`src/sv/gmcc_pkg.sv`:
```
// Shared types, codes and constants for the glyph margin crop checker.
// No dependencies; every other file imports this package.
package gmcc_pkg;

    localparam int GMCC_MAX_SIDE   = 256;
    localparam int GMCC_MIN_SIDE   = 6;
    localparam int GMCC_RESET_SIDE = 184;
    localparam int GMCC_CFG_W      = 9;
    localparam int GMCC_EDGE_W     = 8;
    localparam int GMCC_PIXEL_W    = 32;
    localparam int GMCC_OUT_W      = 40;

    // Side indexes into the class array
    localparam logic [1:0] SIDE_TOP    = 2'd0;
    localparam logic [1:0] SIDE_BOTTOM = 2'd1;
    localparam logic [1:0] SIDE_LEFT   = 2'd2;
    localparam logic [1:0] SIDE_RIGHT  = 2'd3;

    // Per-side class: second ring lit, else third ring lit, else clear
    typedef enum logic [1:0] {
        CLS_SECOND = 2'd0,
        CLS_THIRD  = 2'd1,
        CLS_CLEAR  = 2'd2
    } side_class_t;

    typedef enum logic [1:0] {
        ST_OK     = 2'd0,
        ST_BORDER = 2'd1,
        ST_VERT   = 2'd2,
        ST_HORZ   = 2'd3
    } status_t;

    typedef struct packed {
        status_t                status;
        logic [GMCC_EDGE_W-1:0] left_edge;
        logic [GMCC_EDGE_W-1:0] top_edge;
        logic [GMCC_EDGE_W-1:0] right_edge;
        logic [GMCC_EDGE_W-1:0] bottom_edge;
    } gmcc_result_t;

    function automatic side_class_t mark_class(side_class_t cur, logic at_second,
                                               logic at_third);
        side_class_t res;
        res = cur;
        if (at_second) begin
            res = CLS_SECOND;
        end else if (at_third && (cur == CLS_CLEAR)) begin
            res = CLS_THIRD;
        end
        return res;
    endfunction

endpackage

```
`src/sv/gmcc_scan.sv`:
```
// Raster position counters, border flag and per-side ring classes, plus the
// end-of-image crop decision. Depends on gmcc_pkg.
module gmcc_scan #(
    parameter int MAX_SIDE = gmcc_pkg::GMCC_MAX_SIDE
) (
    input  logic                         aclk,
    input  logic                         aresetn,
    input  logic                         restart,
    input  logic                         step,
    input  logic                         lit,
    input  logic [$clog2(MAX_SIDE):0]    side,
    output logic                         is_last,
    output gmcc_pkg::gmcc_result_t       result
);
    import gmcc_pkg::*;

    localparam int CW = $clog2(MAX_SIDE);
    localparam int SW = CW + 1;

    logic [CW-1:0] col_reg, col_next;
    logic [CW-1:0] row_reg, row_next;
    logic          border_reg, border_next;
    side_class_t   cls_reg [4];
    side_class_t   cls_next [4];

    logic [SW-1:0]             side_m1_w, side_m2_w, side_m3_w;
    logic [CW-1:0]             side_m1, side_m2, side_m3;
    logic [SW+GMCC_EDGE_W-1:0] far_ext;
    logic                      last_col;
    side_class_t               ct, cb, cl, cr;
    status_t                   status;
    logic [GMCC_EDGE_W-1:0]    left_v, top_v;

    always_comb begin
        side_m1_w = side - SW'(1);
        side_m2_w = side - SW'(2);
        side_m3_w = side - SW'(3);
        side_m1   = side_m1_w[CW-1:0];
        side_m2   = side_m2_w[CW-1:0];
        side_m3   = side_m3_w[CW-1:0];
        far_ext   = {{GMCC_EDGE_W{1'b0}}, side_m3_w};

        last_col = (col_reg == side_m1);
        is_last  = last_col && (row_reg == side_m1);
        col_next = last_col ? '0 : col_reg + CW'(1);
        row_next = last_col ? row_reg + CW'(1) : row_reg;

        border_next = border_reg;
        for (int k = 0; k < 4; k++) begin
            cls_next[k] = cls_reg[k];
        end
        if (lit) begin
            if ((row_reg == '0) || (row_reg == side_m1) ||
                (col_reg == '0) || (col_reg == side_m1)) begin
                border_next = 1'b1;
            end
            cls_next[SIDE_TOP]    = mark_class(cls_reg[SIDE_TOP],
                                               row_reg == CW'(1), row_reg == CW'(2));
            cls_next[SIDE_BOTTOM] = mark_class(cls_reg[SIDE_BOTTOM],
                                               row_reg == side_m2, row_reg == side_m3);
            cls_next[SIDE_LEFT]   = mark_class(cls_reg[SIDE_LEFT],
                                               col_reg == CW'(1), col_reg == CW'(2));
            cls_next[SIDE_RIGHT]  = mark_class(cls_reg[SIDE_RIGHT],
                                               col_reg == side_m2, col_reg == side_m3);
        end

        // Crop decision on the classes including the current pixel
        ct = cls_next[SIDE_TOP];
        cb = cls_next[SIDE_BOTTOM];
        cl = cls_next[SIDE_LEFT];
        cr = cls_next[SIDE_RIGHT];
        status = ST_OK;
        left_v = GMCC_EDGE_W'(2);
        top_v  = GMCC_EDGE_W'(2);
        if (border_next) begin
            status = ST_BORDER;
        end else begin
            if (ct == CLS_SECOND) begin
                if (cb != CLS_CLEAR) status = ST_VERT;
                else                 top_v = GMCC_EDGE_W'(3);
            end else if (cb == CLS_SECOND) begin
                if (ct != CLS_CLEAR) status = ST_VERT;
                else                 top_v = GMCC_EDGE_W'(1);
            end
            if (status == ST_OK) begin
                if (cl == CLS_SECOND) begin
                    if (cr != CLS_CLEAR) status = ST_HORZ;
                    else                 left_v = GMCC_EDGE_W'(3);
                end else if (cr == CLS_SECOND) begin
                    if (cl != CLS_CLEAR) status = ST_HORZ;
                    else                 left_v = GMCC_EDGE_W'(1);
                end
            end
        end
        if (status != ST_OK) begin
            left_v = '0;
            top_v  = '0;
        end

        result.status      = status;
        result.left_edge   = left_v;
        result.top_edge    = top_v;
        result.right_edge  = far_ext[GMCC_EDGE_W-1:0];
        result.bottom_edge = far_ext[GMCC_EDGE_W-1:0];
    end

    always_ff @(posedge aclk) begin
        if (!aresetn || restart || (step && is_last)) begin
            col_reg    <= '0;
            row_reg    <= '0;
            border_reg <= 1'b0;
            for (int k = 0; k < 4; k++) begin
                cls_reg[k] <= CLS_CLEAR;
            end
        end else if (step) begin
            col_reg    <= col_next;
            row_reg    <= row_next;
            border_reg <= border_next;
            for (int k = 0; k < 4; k++) begin
                cls_reg[k] <= cls_next[k];
            end
        end
    end

endmodule

```
`config.mk`:
```
export PLATFORM = sky130hd
export DESIGN_NAME = gmcc_scan
export DESIGN_NICKNAME = d
export VERILOG_FILES = /design/src/sv/gmcc_pkg.sv /design/src/sv/gmcc_scan.sv
export SDC_FILE = /design/constraint.sdc
export NUM_CORES = 1
export LEC_CHECK = 0
export ABC_AREA = 1
export BUFFER_PORTS_ARGS = -buffer_cell sky130_fd_sc_hd__buf_2
export CELL_PAD_IN_SITES_DETAIL_PLACEMENT = 1
export CELL_PAD_IN_SITES_GLOBAL_PLACEMENT = 2
export CORE_MARGIN = 3
export CORE_UTILIZATION = 30
export DETAILED_ROUTE_END_ITERATION = 6
export GPL_TIMING_DRIVEN = 0
export PLACE_DENSITY = 0.92
export SYNTH_ARGS = -nofsm -noshare
export SYNTH_HDL_FRONTEND = slang
export SYNTH_SLANG_ARGS = --single-unit
export TNS_END_PERCENT = 50
```
`constraint.sdc`:
```
create_clock -name aclk -period 3.1 [get_ports aclk]
set_input_delay 0.62 -clock aclk [delete_from_list [all_inputs] [get_ports aclk]]
set_output_delay 0.62 -clock aclk [all_outputs]
set_load 0.005 [all_outputs]
```
==> summary.txt <==
Synthesis
  – Register area share after synthesis: a little under a fifth
  – Post-synthesis mux area share: 0%
  – Post-Synthesis Cell Area: 3060 µm²
  – Yosys cell types: 37
  – Largest family of logic cells by synthesized area: simple AND/OR/NAND/NOR gates
  – Synth Area in Adders: about 5.3%
  – Synth area leader: nand2_1
  – Ys Warns: 0
  – Share of the synthesized area in the top cell type: between 10% and 20%
  – Post-Synth Simple-Gate Area: between 50% and 60%
  – Syn Area/Cell: between 6 and 7 µm²
  – Ranking of synthesized cells by area: nand2_1 (20%), dfxtp_1 (11%), nand3_1 (11%), edfxtp_1 (7.8%), nor2_1 (7.0%)
  – XOR/XNOR Fraction of Synth Area: about 6.2%
  – Post-synthesis cell count: 510
  – Compound-Gate Fraction of Synth Area: between 5 and 6%
  – Flops & latches, synth: 25

Timing
  – Final WS setup: -0.181 ns
  – Tmin final: ~3.3 ns
  – RSZ-0062 raised after global routing: true
  – Worst-Margin Slew: around 0.84 ns
  – Final count of hold timing violations: 0
  – Tcrit/Tclk final: 106%
  – Fmax achieved: approximately 300 MHz
  – Final Skew: about 0.0054 ns
  – Slew HR: 43.6%
  – Slew Viols, Final: 0
  – Hold WS: ~0.55 ns
  – Setup TNS: -0.989 ns
  – Endpoints failing setup: 7

Clocking
  – Root Buffer: clkbuf_8
  – H-tree depth: 1
  – Clock buffer depth: 2
  – CTS tree: done
  – TritonCTS buffer count: 3
  – Clock latency at the later pin of the worst-skew pair: roughly 0.27 ns
  – Worst-path clk slew: approximately 0.09 ns
  – Clk sinks: 25

Floorplan
  – Horiz. Die Dim: 107 µm
  – IO Pins: ~50
  – Full die area: about 11000 µm²
  – Row Count: 36
  – Area of the core: around 10000 µm²
  – Die Span Y: around 110 µm
  – Initial Util: 31.1%

Min path
  – Hold path cells: 2
  – Worst Hold End: border_reg$_SDFFE_PP0P_
  – HP Class: flip-flop to flip-flop
  – Hold_sp: border_reg$_SDFFE_PP0P_

Critical path
  – Worst EP required: approximately 2.5 ns
  – Worst r2r path cells: 11
  – Critical path class: primary input to output port
  – Reg-to-Reg End: cls_reg[0][1]$_SDFFCE_PN1P_
  – Crit path from: side[1]
  – CP Capture Type: output port
  – Startpoint Class: primary input
  – Worst-path maximum fanout: 4
  – FF-to-FF setup slack: 0.87 ns
  – Worst Path Arrival: approximately 2.7 ns
  – R2R Path Start: row_reg[1]$_SDFFE_PP0P_

Drt
  – Antenna viol nets, final: 0
  – DR iter-0 viols: ~170
  – Drt wl/cell: between 15 and 20 µm
  – Drt drc: 0
  – WL final: around 11000 µm
  – Via count: ~3.6k
  – Vias/cell: roughly 5.0
  – First drt pass iteration count: 4

Final layout
  – Layout Nets: 612
  – Design area: ~4000 µm²
  – Layout cell share with drive strength beyond 1: just over 30%
  – Fill cells: about 1.3k
  – P&R area growth vs syn: 31.8%
  – N_diodes: 0

Global route
  – Largest net degree at the start of global routing: 14
  – Total gr overflow: 0
  – Initial antenna violation count: 1
  – Aggregate global-route resource usage: 19.4%
  – Vias in the first global route: about 3.6k
  – First-pass GRT wire length: 17900 µm

Run status
  – Violated checks: setup timing
  – Outcome: finished, violations left

Power and ir drop
  – Power after layout: just under 0.9 mW
  – Leakage power: roughly 1.9 nW
  – PwrDens: around 220 nW/µm²
  – Worst vdd ir: between 0.00015 and 0.0002 V

Placement
  – RePlAce Congestion: about 0.9
  – Port bufs: 35
  – DP Area: around 3400 µm²
  – DP HPWL: approximately 9100 µm

Run
  – Max Cap Viol: 0
==> timing repair <==
action,in CTS,in global routing
endpoints found under the setup margin,7,7
hold buffers,0,0
buffers inserted,13,11
pin swaps,22,30
resized for setup,43,47
==> worst max-delay path by stage <==
| stage | endpoint | slack [ns] | cells after the start |
|---|---|---|---|
| 4_1_cts | result[17] | -0.21 | 20 |
| 2_1_floorplan | result[16] | 0.22 | 12 |
| 3_3_place_gp | result[24] | -0.56 | 14 |
| 3_5_place_dp | result[16] | -0.61 | 19 |
| 6_report | result[17] | -0.18 | 19 |
| 5_1_grt | result[16] | -0.36 | 18 |
==> critical path, cell delays in order <==
cell,delay (ns)
buf_12,0.08
clkinvlp_4,0.11
buf_12,0.14
ha_4,0.31
nand2_4,0.07
nand2_4,0.10
nand3_4,0.06
nor2_4,0.16
buf_6,0.11
nand3_2,0.05
nor2_1,0.09
nand3_1,0.13
nand3_2,0.14
nand3_2,0.09
nand2_2,0.10
nor2_2,0.04
nand2_2,0.08
nor2_1,0.04
buf_2,0.12
==> cell usage in the layout (no fill, tap or decap), types with 5 or more instances in the layout <==
cell type and n:
nor2_2 10, nor3_1 8, nand4_1 15, nand3_1 57, buf_4 46, edfxtp_1 8
nand2_4 9, inv_1 48, buf_2 33, nand2_1 138, a21oi_1 18, dfxtp_1 17
xor2_1 11, conb_1 12, nand3_2 10, nand2_2 25, nor2_4 6, nand3_4 5
ha_1 10, nor2_1 48
==> cell families after synthesis <==
kind of cell | count (synthesis)
flops | 25
fa+ha+maj | 13
xor+xnor | 18
buf+inv | 84
other cells | 1
simple gates | 340
compound gates | 29
==> metal layers <==
layer	track usage [%]	wire length (µm)	vias to the layer above
li1	-	-	1754
met1	25.5	5040	1745
met2	34.0	5650	62
met3	1.75	358	16
met4	5.02	242	2
met5	0	7	-
==> Yosys cell counts, drive strengths merged <==
library cell / number
o21ai: 5
xor2: 17
nor3b: 2
clkbuf: 3
a21boi: 1
a21oi: 20
nand2: 173
nor4: 3
a31oi: 1
dfxtp: 17
inv: 56
nor2: 65
o21a: 1
nand3b: 1
conb: 1
nand3: 72
ha: 13
nand4: 15
buf: 25
edfxtp: 8
nor3: 9
a32oi: 1
xnor2: 1
==> where the power goes <==
part | switching, mW | internal (mW) | total, mW
logic | 0.200 | 0.134 | 0.334
registers | 0.00310 | 0.340 | 0.343
clock network | 0.112 | 0.0922 | 0.204
==> final cells by class <==
cell class	instances	area [µm²]	area share [%]
Multi-Input combinational cell	412	2430	60.1
Sequential cell	25	581	14.4
Timing Repair Buffer	59	392	9.70
Inverter	56	224	5.55
Buffer	28	204	5.05
Tap cell	133	166	4.12
Clock buffer	4	45.0	1.12
==> stage by stage <==
step	instances	setup slack [ns]	util (%)
after global routing	717	-0.355	40.9
final	717	-0.181	40.9
after CTS	706	-0.206	38.3
after global placement	689	-0.559	34.9
after floorplan	521	0.216	-
after detailed placement	689	-0.615	34.9
No activity file was read; power rests on OpenSTA's default activity.
